File: src/sv/u16u8_pkg.sv
package u16u8_pkg;

  localparam logic [15:0] HiFirst = 16'hD800;
  localparam logic [15:0] HiLast  = 16'hDBFF;
  localparam logic [15:0] LoFirst = 16'hDC00;
  localparam logic [15:0] LoLast  = 16'hDFFF;
  localparam logic [20:0] SuppBase = 21'h10000;
  localparam int unsigned CpW = 21;

  // One queue entry: an optional held high surrogate (always three bytes)
  // followed by an optional main code point. last_idx is byte count - 1.
  typedef struct packed {
    logic           has_prev;
    logic [9:0]     prev_bits;
    logic           has_main;
    logic [CpW-1:0] main_cp;
    logic [1:0]     main_last_idx;
    logic           string_end;
  } job_t;

  function automatic logic [1:0] cp_last_idx(input logic [CpW-1:0] cp);
    logic [1:0] n;
    if (cp < 21'h80) begin
      n = 2'd0;
    end else if (cp < 21'h800) begin
      n = 2'd1;
    end else if (cp < SuppBase) begin
      n = 2'd2;
    end else begin
      n = 2'd3;
    end
    return n;
  endfunction

  function automatic logic [7:0] enc_byte(input logic [CpW-1:0] cp,
                                          input logic [1:0] last_idx,
                                          input logic [1:0] idx);
    logic [1:0] k;
    logic [5:0] six;
    logic [7:0] b;
    k = last_idx - idx;
    case (k)
      2'd0:    six = cp[5:0];
      2'd1:    six = cp[11:6];
      2'd2:    six = cp[17:12];
      default: six = {3'b000, cp[20:18]};
    endcase
    if (idx == 2'd0) begin
      case (last_idx)
        2'd0:    b = {1'b0, cp[6:0]};
        2'd1:    b = {3'b110, cp[10:6]};
        2'd2:    b = {4'b1110, cp[15:12]};
        default: b = {5'b11110, cp[20:18]};
      endcase
    end else begin
      b = {2'b10, six};
    end
    return b;
  endfunction

endpackage

File: src/sv/u16u8_front.sv
module u16u8_front
  import u16u8_pkg::*;
(
  input  logic        clk_i,
  input  logic        rst_ni,
  input  logic        in_valid_i,
  output logic        in_ready_o,
  input  logic [15:0] code_unit_i,
  input  logic        last_unit_i,
  input  logic        q_full_i,
  output logic        push_o,
  output job_t        job_o
);

  logic       pend_valid_q, pend_valid_d;
  logic [9:0] pend_bits_q, pend_bits_d;
  logic       accept;
  logic       is_hi, is_lo;
  logic [CpW-1:0] supp_cp;

  assign in_ready_o = !q_full_i;
  assign accept     = in_valid_i && in_ready_o;

  always_comb begin
    is_hi   = code_unit_i inside {[HiFirst:HiLast]};
    is_lo   = code_unit_i inside {[LoFirst:LoLast]};
    supp_cp = {1'b0, pend_bits_q, code_unit_i[9:0]} + SuppBase;
  end

  always_comb begin
    job_o            = '0;
    job_o.string_end = last_unit_i;
    pend_valid_d     = pend_valid_q;
    pend_bits_d      = pend_bits_q;
    if (pend_valid_q && is_lo) begin
      job_o.has_main      = 1'b1;
      job_o.main_cp       = supp_cp;
      job_o.main_last_idx = 2'd3;
      pend_valid_d        = 1'b0;
      pend_bits_d         = '0;
    end else begin
      job_o.has_prev  = pend_valid_q;
      job_o.prev_bits = pend_bits_q;
      if (is_hi && !last_unit_i) begin
        pend_valid_d = 1'b1;
        pend_bits_d  = code_unit_i[9:0];
      end else begin
        job_o.has_main      = 1'b1;
        job_o.main_cp       = {5'b00000, code_unit_i};
        job_o.main_last_idx = cp_last_idx({5'b00000, code_unit_i});
        pend_valid_d        = 1'b0;
        pend_bits_d         = '0;
      end
    end
    // a newly held high surrogate pushes nothing unless an older one is flushed
    push_o = accept && (job_o.has_prev || job_o.has_main);
  end

  always_ff @(posedge clk_i or negedge rst_ni) begin
    if (!rst_ni) begin
      pend_valid_q <= 1'b0;
      pend_bits_q  <= '0;
    end else if (accept) begin
      pend_valid_q <= pend_valid_d;
      pend_bits_q  <= pend_bits_d;
    end
  end

endmodule

File: src/sv/u16u8_queue.sv
module u16u8_queue
  import u16u8_pkg::*;
#(
  parameter int unsigned Depth = 4
) (
  input  logic clk_i,
  input  logic rst_ni,
  input  logic push_i,
  input  job_t push_data_i,
  output logic full_o,
  input  logic pop_i,
  output logic empty_o,
  output job_t head_o
);

  localparam int unsigned PtrW = (Depth > 1) ? $clog2(Depth) : 1;
  localparam int unsigned CntW = $clog2(Depth + 1);

  job_t            mem_q [Depth];
  logic [PtrW-1:0] wr_ptr_q, rd_ptr_q;
  logic [CntW-1:0] count_q;

  assign full_o  = (count_q == CntW'(Depth));
  assign empty_o = (count_q == '0);
  assign head_o  = mem_q[rd_ptr_q];

  function automatic logic [PtrW-1:0] wrap_inc(input logic [PtrW-1:0] p);
    return (p == PtrW'(Depth - 1)) ? '0 : p + 1'b1;
  endfunction

  always_ff @(posedge clk_i) begin
    if (push_i) begin
      mem_q[wr_ptr_q] <= push_data_i;
    end
  end

  always_ff @(posedge clk_i or negedge rst_ni) begin
    if (!rst_ni) begin
      wr_ptr_q <= '0;
      rd_ptr_q <= '0;
      count_q  <= '0;
    end else begin
      if (push_i) begin
        wr_ptr_q <= wrap_inc(wr_ptr_q);
      end
      if (pop_i) begin
        rd_ptr_q <= wrap_inc(rd_ptr_q);
      end
      if (push_i && !pop_i) begin
        count_q <= count_q + 1'b1;
      end else if (pop_i && !push_i) begin
        count_q <= count_q - 1'b1;
      end
    end
  end

endmodule

File: src/sv/u16u8_back.sv
module u16u8_back
  import u16u8_pkg::*;
(
  input  logic       clk_i,
  input  logic       rst_ni,
  input  logic       q_empty_i,
  input  job_t       head_i,
  output logic       pop_o,
  output logic       out_valid_o,
  input  logic       out_ready_i,
  output logic [7:0] out_byte_o,
  output logic       run_end_o,
  output logic       string_end_o
);

  localparam logic PhasePrev = 1'b0;
  localparam logic PhaseMain = 1'b1;

  logic           phase_q, phase_d;
  logic [1:0]     idx_q, idx_d;
  logic           out_valid_q, out_valid_d;
  logic [7:0]     byte_q;
  logic           run_end_q, string_end_q;
  logic           load, step, cur_is_prev, cur_done, job_done;
  logic [CpW-1:0] cur_cp;
  logic [1:0]     cur_last;
  logic [7:0]     cur_byte;

  assign load = !out_valid_q || out_ready_i;
  assign step = load && !q_empty_i;

  always_comb begin
    cur_is_prev = head_i.has_prev && (phase_q == PhasePrev);
    if (cur_is_prev) begin
      cur_cp   = {5'b00000, HiFirst[15:10], head_i.prev_bits};
      cur_last = 2'd2;
    end else begin
      cur_cp   = head_i.main_cp;
      cur_last = head_i.main_last_idx;
    end
    cur_byte = enc_byte(cur_cp, cur_last, idx_q);
    cur_done = (idx_q == cur_last);
    job_done = cur_done && (!cur_is_prev || !head_i.has_main);
    pop_o    = step && job_done;

    phase_d = phase_q;
    idx_d   = idx_q;
    if (step) begin
      if (job_done) begin
        phase_d = PhasePrev;
        idx_d   = '0;
      end else if (cur_done) begin
        phase_d = PhaseMain;
        idx_d   = '0;
      end else begin
        idx_d = idx_q + 1'b1;
      end
    end

    if (step) begin
      out_valid_d = 1'b1;
    end else if (out_ready_i) begin
      out_valid_d = 1'b0;
    end else begin
      out_valid_d = out_valid_q;
    end
  end

  always_ff @(posedge clk_i or negedge rst_ni) begin
    if (!rst_ni) begin
      phase_q     <= PhasePrev;
      idx_q       <= '0;
      out_valid_q <= 1'b0;
    end else begin
      phase_q     <= phase_d;
      idx_q       <= idx_d;
      out_valid_q <= out_valid_d;
    end
  end

  always_ff @(posedge clk_i) begin
    if (step) begin
      byte_q       <= cur_byte;
      run_end_q    <= job_done;
      string_end_q <= job_done && head_i.string_end;
    end
  end

  assign out_valid_o  = out_valid_q;
  assign out_byte_o   = byte_q;
  assign run_end_o    = run_end_q;
  assign string_end_o = string_end_q;

endmodule

File: src/sv/utf16_to_utf8_transcoder.sv
// UTF-16 to UTF-8 transcoder. Each input item is one code unit; a unit is
// taken whenever the job queue has room, and the output side emits one
// UTF-8 byte per cycle from its output register while the queue holds a job
// and out_ready_i allows. Each BMP unit yields 1 to 3 bytes, a surrogate pair
// 4 (the high half itself yields no byte while held), and up to 6 bytes come
// out when a held high surrogate is flushed by a following unit. The
// queue (QueueDepth entries) absorbs bursts so input and output stall apart.
// run_end_o marks the last byte of each queue job, string_end_o the last byte
// of a job that carried last_unit_i.
module utf16_to_utf8_transcoder
  import u16u8_pkg::*;
#(
  parameter int unsigned QueueDepth = 4
) (
  input  logic        clk_i,
  input  logic        rst_ni,
  input  logic        in_valid_i,
  output logic        in_ready_o,
  input  logic [15:0] code_unit_i,
  input  logic        last_unit_i,
  output logic        out_valid_o,
  input  logic        out_ready_i,
  output logic [7:0]  out_byte_o,
  output logic        run_end_o,
  output logic        string_end_o
);

  logic push, q_full, q_empty, pop;
  job_t push_job, head_job;

  u16u8_front u_front (
    .clk_i       (clk_i),
    .rst_ni      (rst_ni),
    .in_valid_i  (in_valid_i),
    .in_ready_o  (in_ready_o),
    .code_unit_i (code_unit_i),
    .last_unit_i (last_unit_i),
    .q_full_i    (q_full),
    .push_o      (push),
    .job_o       (push_job)
  );

  u16u8_queue #(
    .Depth (QueueDepth)
  ) u_queue (
    .clk_i       (clk_i),
    .rst_ni      (rst_ni),
    .push_i      (push),
    .push_data_i (push_job),
    .full_o      (q_full),
    .pop_i       (pop),
    .empty_o     (q_empty),
    .head_o      (head_job)
  );

  u16u8_back u_back (
    .clk_i        (clk_i),
    .rst_ni       (rst_ni),
    .q_empty_i    (q_empty),
    .head_i       (head_job),
    .pop_o        (pop),
    .out_valid_o  (out_valid_o),
    .out_ready_i  (out_ready_i),
    .out_byte_o   (out_byte_o),
    .run_end_o    (run_end_o),
    .string_end_o (string_end_o)
  );

endmodule

File: config.mk
export PLATFORM = sky130hd
export DESIGN_NAME = utf16_to_utf8_transcoder
export DESIGN_NICKNAME = d
export VERILOG_FILES = /design/src/sv/u16u8_pkg.sv /design/src/sv/u16u8_front.sv /design/src/sv/u16u8_queue.sv /design/src/sv/u16u8_back.sv /design/src/sv/utf16_to_utf8_transcoder.sv
export SDC_FILE = /design/constraint.sdc
export NUM_CORES = 1
export LEC_CHECK = 0
export ABC_AREA = 1
export CAP_MARGIN = 5
export CORE_MARGIN = 2
export CORE_UTILIZATION = 40
export CTS_BUF_LIST = sky130_fd_sc_hd__clkbuf_4
export CTS_CLUSTER_DIAMETER = 120
export DETAILED_ROUTE_END_ITERATION = 12
export DONT_BUFFER_PORTS = 1
export PLACE_DENSITY_LB_ADDON = 0.25
export SYNTH_ARGS = -nofsm -noshare
export SYNTH_HDL_FRONTEND = slang
export SYNTH_SLANG_ARGS = --single-unit
File: constraint.sdc
create_clock -name clk_i -period 3.5 [get_ports clk_i]
set_input_delay 0.7 -clock clk_i [delete_from_list [all_inputs] [get_ports clk_i]]
set_output_delay 0.7 -clock clk_i [all_outputs]
set_load 0.02 [all_outputs]
==> results.md <==
* R2R depth at 15
* Final WL at ~18,000 µm
* R2R Setup Slk at 0.37 ns
* Via Count at 5,260
* Area added between synthesis and finish at 8.31%
* Post-route minimum period at 3.13 ns
* Placed cells at ~970
* Power Density at about 900 nW/µm²
* CP Max Fanout at 13
* Mapped Cells at 726
* DRT antenna net count at 0
* Reg2Reg Capture Point: u_queue.count_q[2]
* Post-Place Setup Slack at approximately 0.35 ns
* Cell chain of the critical path: clkinvlp_4 > nand3_1 > nand2_2 > nand2_4 > nand2_1 > ha_1 > nand3_2 > nor2_2 > nand2_2 > ha_1 > inv_1 > fa_1 > a21oi_1 > o21ai_0 > xor2_1
* Synth Cell Area at 7810 µm²
* Clock Latency Late Sink at 0.57 ns
* RR Startpoint: u_queue.rd_ptr_q[1]
* TritonCTS clock tree: done
* Mapped Nets at 762
* Synth unique cells at 38
* Crit path from: u_queue.rd_ptr_q[1]
* CTS clk-pin slew, worst paths at 0.14 ns
* Crit path capture: u_queue.count_q[2]
* Chip Height at around 140 µm
* Worst setup EP type: register
* Status: finished, final reports clean
* Port Buffer Count at 0
* Post-CTS Setup Bufs at 0
* Final Max Slew Viols at 0
* Leakage at 3.28 nW
* Routed wire per std cell at 18.1 µm
* Type of the tightest min-delay check: input pin to register
* Fin crit share at between 80% and 90%
* Rel. slew slack at between 50% and 60%
* Post-route cell area at 8460 µm²
* Via/cell ratio at about 5.2
* #FFs+latches synth at 176
* DP Wirelength at 11,500 µm
* Die W at 144 µm
* Maximum VDD drop at 0.540 mV
* Initial antenna violation count at 1
* Fin Setup TNS at 0 ns
* Grt ovf at 0
* Final hold violations at 0
* Ys Warns at 0
* Area post-placement at 8140 µm²
* First-pass GRT wire length at around 29,000 µm
* Setup crit start kind: register
* Most frequent cells in the layout: edfxtp_1 (154), nand2_1 (153), inv_1 (71), nand3_1 (67), o21ai_0 (58)
* GRT Resource Usage Total at 18.6%
* Crit path DAT at roughly 3.6 ns
* H-tree Lvls at 4
* WHS at 0.218 ns
* Final clock skew at 0.0215 ns
* Vias in the first global route at 5,293
* TritonCTS Sinks at 176
* Final core utilization at approximately 44%
* Tot Pwr at 7.50 mW
* Deepest clock path buffer count at 2
* Root Driver: clkbuf_4
* Commonest non-fill, non-tap cell in the layout: edfxtp_1
* Tightest Pin Transition at 0.749 ns
* Final setup vio count at 0
* Total die area at 20,700 µm²
* Top_reg_cell synth: edfxtp_1
* Req. time, crit path at 3.96 ns
* CORE AREA at a little under 20,000 µm²
* Detailed Routing Iterations Pass 1 at 7
* Seq/Total Area, Yosys at between 60% and 70%
* Nets@finish at ~770
* Fmax at 0.320 GHz
* Critical-path top delay cell: dfrtp_2
* Worst Setup Slack, final at between 0.3 and 0.4 ns
* Row count at around 50
* Post-synth ARST share at ~13%
* Fin cells at between 1,000 and 1,500
* Setup CP Type: register to register
* DRT iter0 DRCs at about 550
* Starting Density at 40.4%
* TritonCTS buffer count at 17
* Largest net degree at the start of global routing at 59
* IO Count at 33
* DRC at 0
* Slowest stage delay, CP at approximately 0.51 ns
* Number of synthesized flops with an enable pin at between 150 and 200
* Final Wtd Congestion at about 0.83
* Max Cap Violations at 0
* RSZ-0062 raised after global routing: no
* Synth Area per Inst at between 10 and 15 µm²
* Layout cells sized above 1 at 9.84%
[cells by family after synthesis]
kind of cell,count (synthesis),share of synthesized area (%)
AND/OR/NAND/NOR,296,16.2
flip-flops,176,66.2
AO/OA/AOI/OAI,125,9.00
buffers and inverters,111,5.73
adder cells (fa/ha/maj),15,2.50
XOR/XNOR,3,0.336
[power breakdown]
group / internal, mW / switching [mW]
Combinational: 0.986 / 2.31
Sequential: 2.83 / 0.235
Clock: 0.452 / 0.689
[worst max-delay path: cells and delay by family (launching register included)]
| kind | cells | cell delay (ns) |
|---|---|---|
| and+or+nand+nor | 7 | 0.87 |
| xor gates and xnor gates | 1 | 0.15 |
| AOI/OAI and AO/OA | 2 | 0.26 |
| DFF | 1 | 0.51 |
| buffers and inverters | 2 | 0.34 |
| adders and majority gates | 3 | 0.89 |
[state kept, by name, summed over array words and instances, names as in the netlist]
register              flops
u_front.pend_bits_q      10
u_back.string_end_o       1
u_queue.count_q           3
u_queue.mem_q           144
u_back.run_end_o          1
u_queue.rd_ptr_q          2
u_back.idx_q              2
u_back.out_byte_o         8
u_back.phase_q            1
u_back.out_valid_o        1
u_front.pend_valid_q      1
u_queue.wr_ptr_q          2
[area by class of cell]
class | instances | area (µm²)
Antenna cell | 1 | 2.50
Clock buffer | 20 | 150
Clock inverter | 12 | 135
Fill cell | 1791 | 10900
Inverter | 78 | 297
Multi-Input combinational cell | 439 | 2230
Sequential cell | 176 | 5180
Tap cell | 265 | 332
Timing Repair Buffer | 17 | 143
[synth_stat cells (all sizes together) (2+ instances only)]
| cell type | number | area (µm²) |
|---|---|---|
| nand2 | 161 | 634 |
| edfxtp | 154 | 4620 |
| inv | 76 | 285 |
| nand3 | 69 | 355 |
| o21ai | 66 | 330 |
| nor2 | 59 | 234 |
| a21oi | 30 | 150 |
| dfrtp | 22 | 551 |
| clkbuf | 19 | 71.3 |
| buf | 14 | 83.8 |
| ha | 14 | 175 |
| o22ai | 10 | 62.6 |
| a32o | 5 | 50.1 |
| a22oi | 4 | 30.0 |
| o221ai | 4 | 35.0 |
| a22o | 2 | 17.5 |
| a31oi | 2 | 12.5 |
| clkinv | 2 | 7.51 |
| nand4 | 2 | 12.5 |
| nor4 | 2 | 12.5 |
| xor2 | 2 | 17.5 |
[worst min-delay path by stage]
stage	slack, ns	startpoint	to	depth (start not counted)
2_1_floorplan	0.40	rst_ni	u_back.idx_q[0]	0
3_3_place_gp	0.41	rst_ni	u_queue.count_q[0]	0
3_5_place_dp	0.41	rst_ni	u_queue.count_q[1]	0
4_1_cts	0.16	last_unit_i	u_queue.mem_q[0][0]	0
5_1_grt	0.16	last_unit_i	u_queue.mem_q[3][0]	0
6_report	0.22	last_unit_i	u_queue.mem_q[0][0]	0
[routing by layer]
layer  global-route usage [%]  vias to the layer above  wire length [µm]  share of wire (%)
met5                        0                        -                 0                  0
met4                     6.91                        0               397                2.2
met3                     4.40                       30              1110                6.1
met2                     30.1                      142              8650                 47
met1                     24.5                     2588              8090                 44
li1                         -                     2500                 -                  -
[repair_timing]
| item | in CTS | in global routing |
|---|---|---|
| gates resized for setup | 0 | 2 |
| hold buffers | 2 | 0 |
| hold endpoints to repair | 22 | 0 |
| setup endpoints to repair | 0 | 1 |
Note: power is estimated with default switching activity, not from simulation.
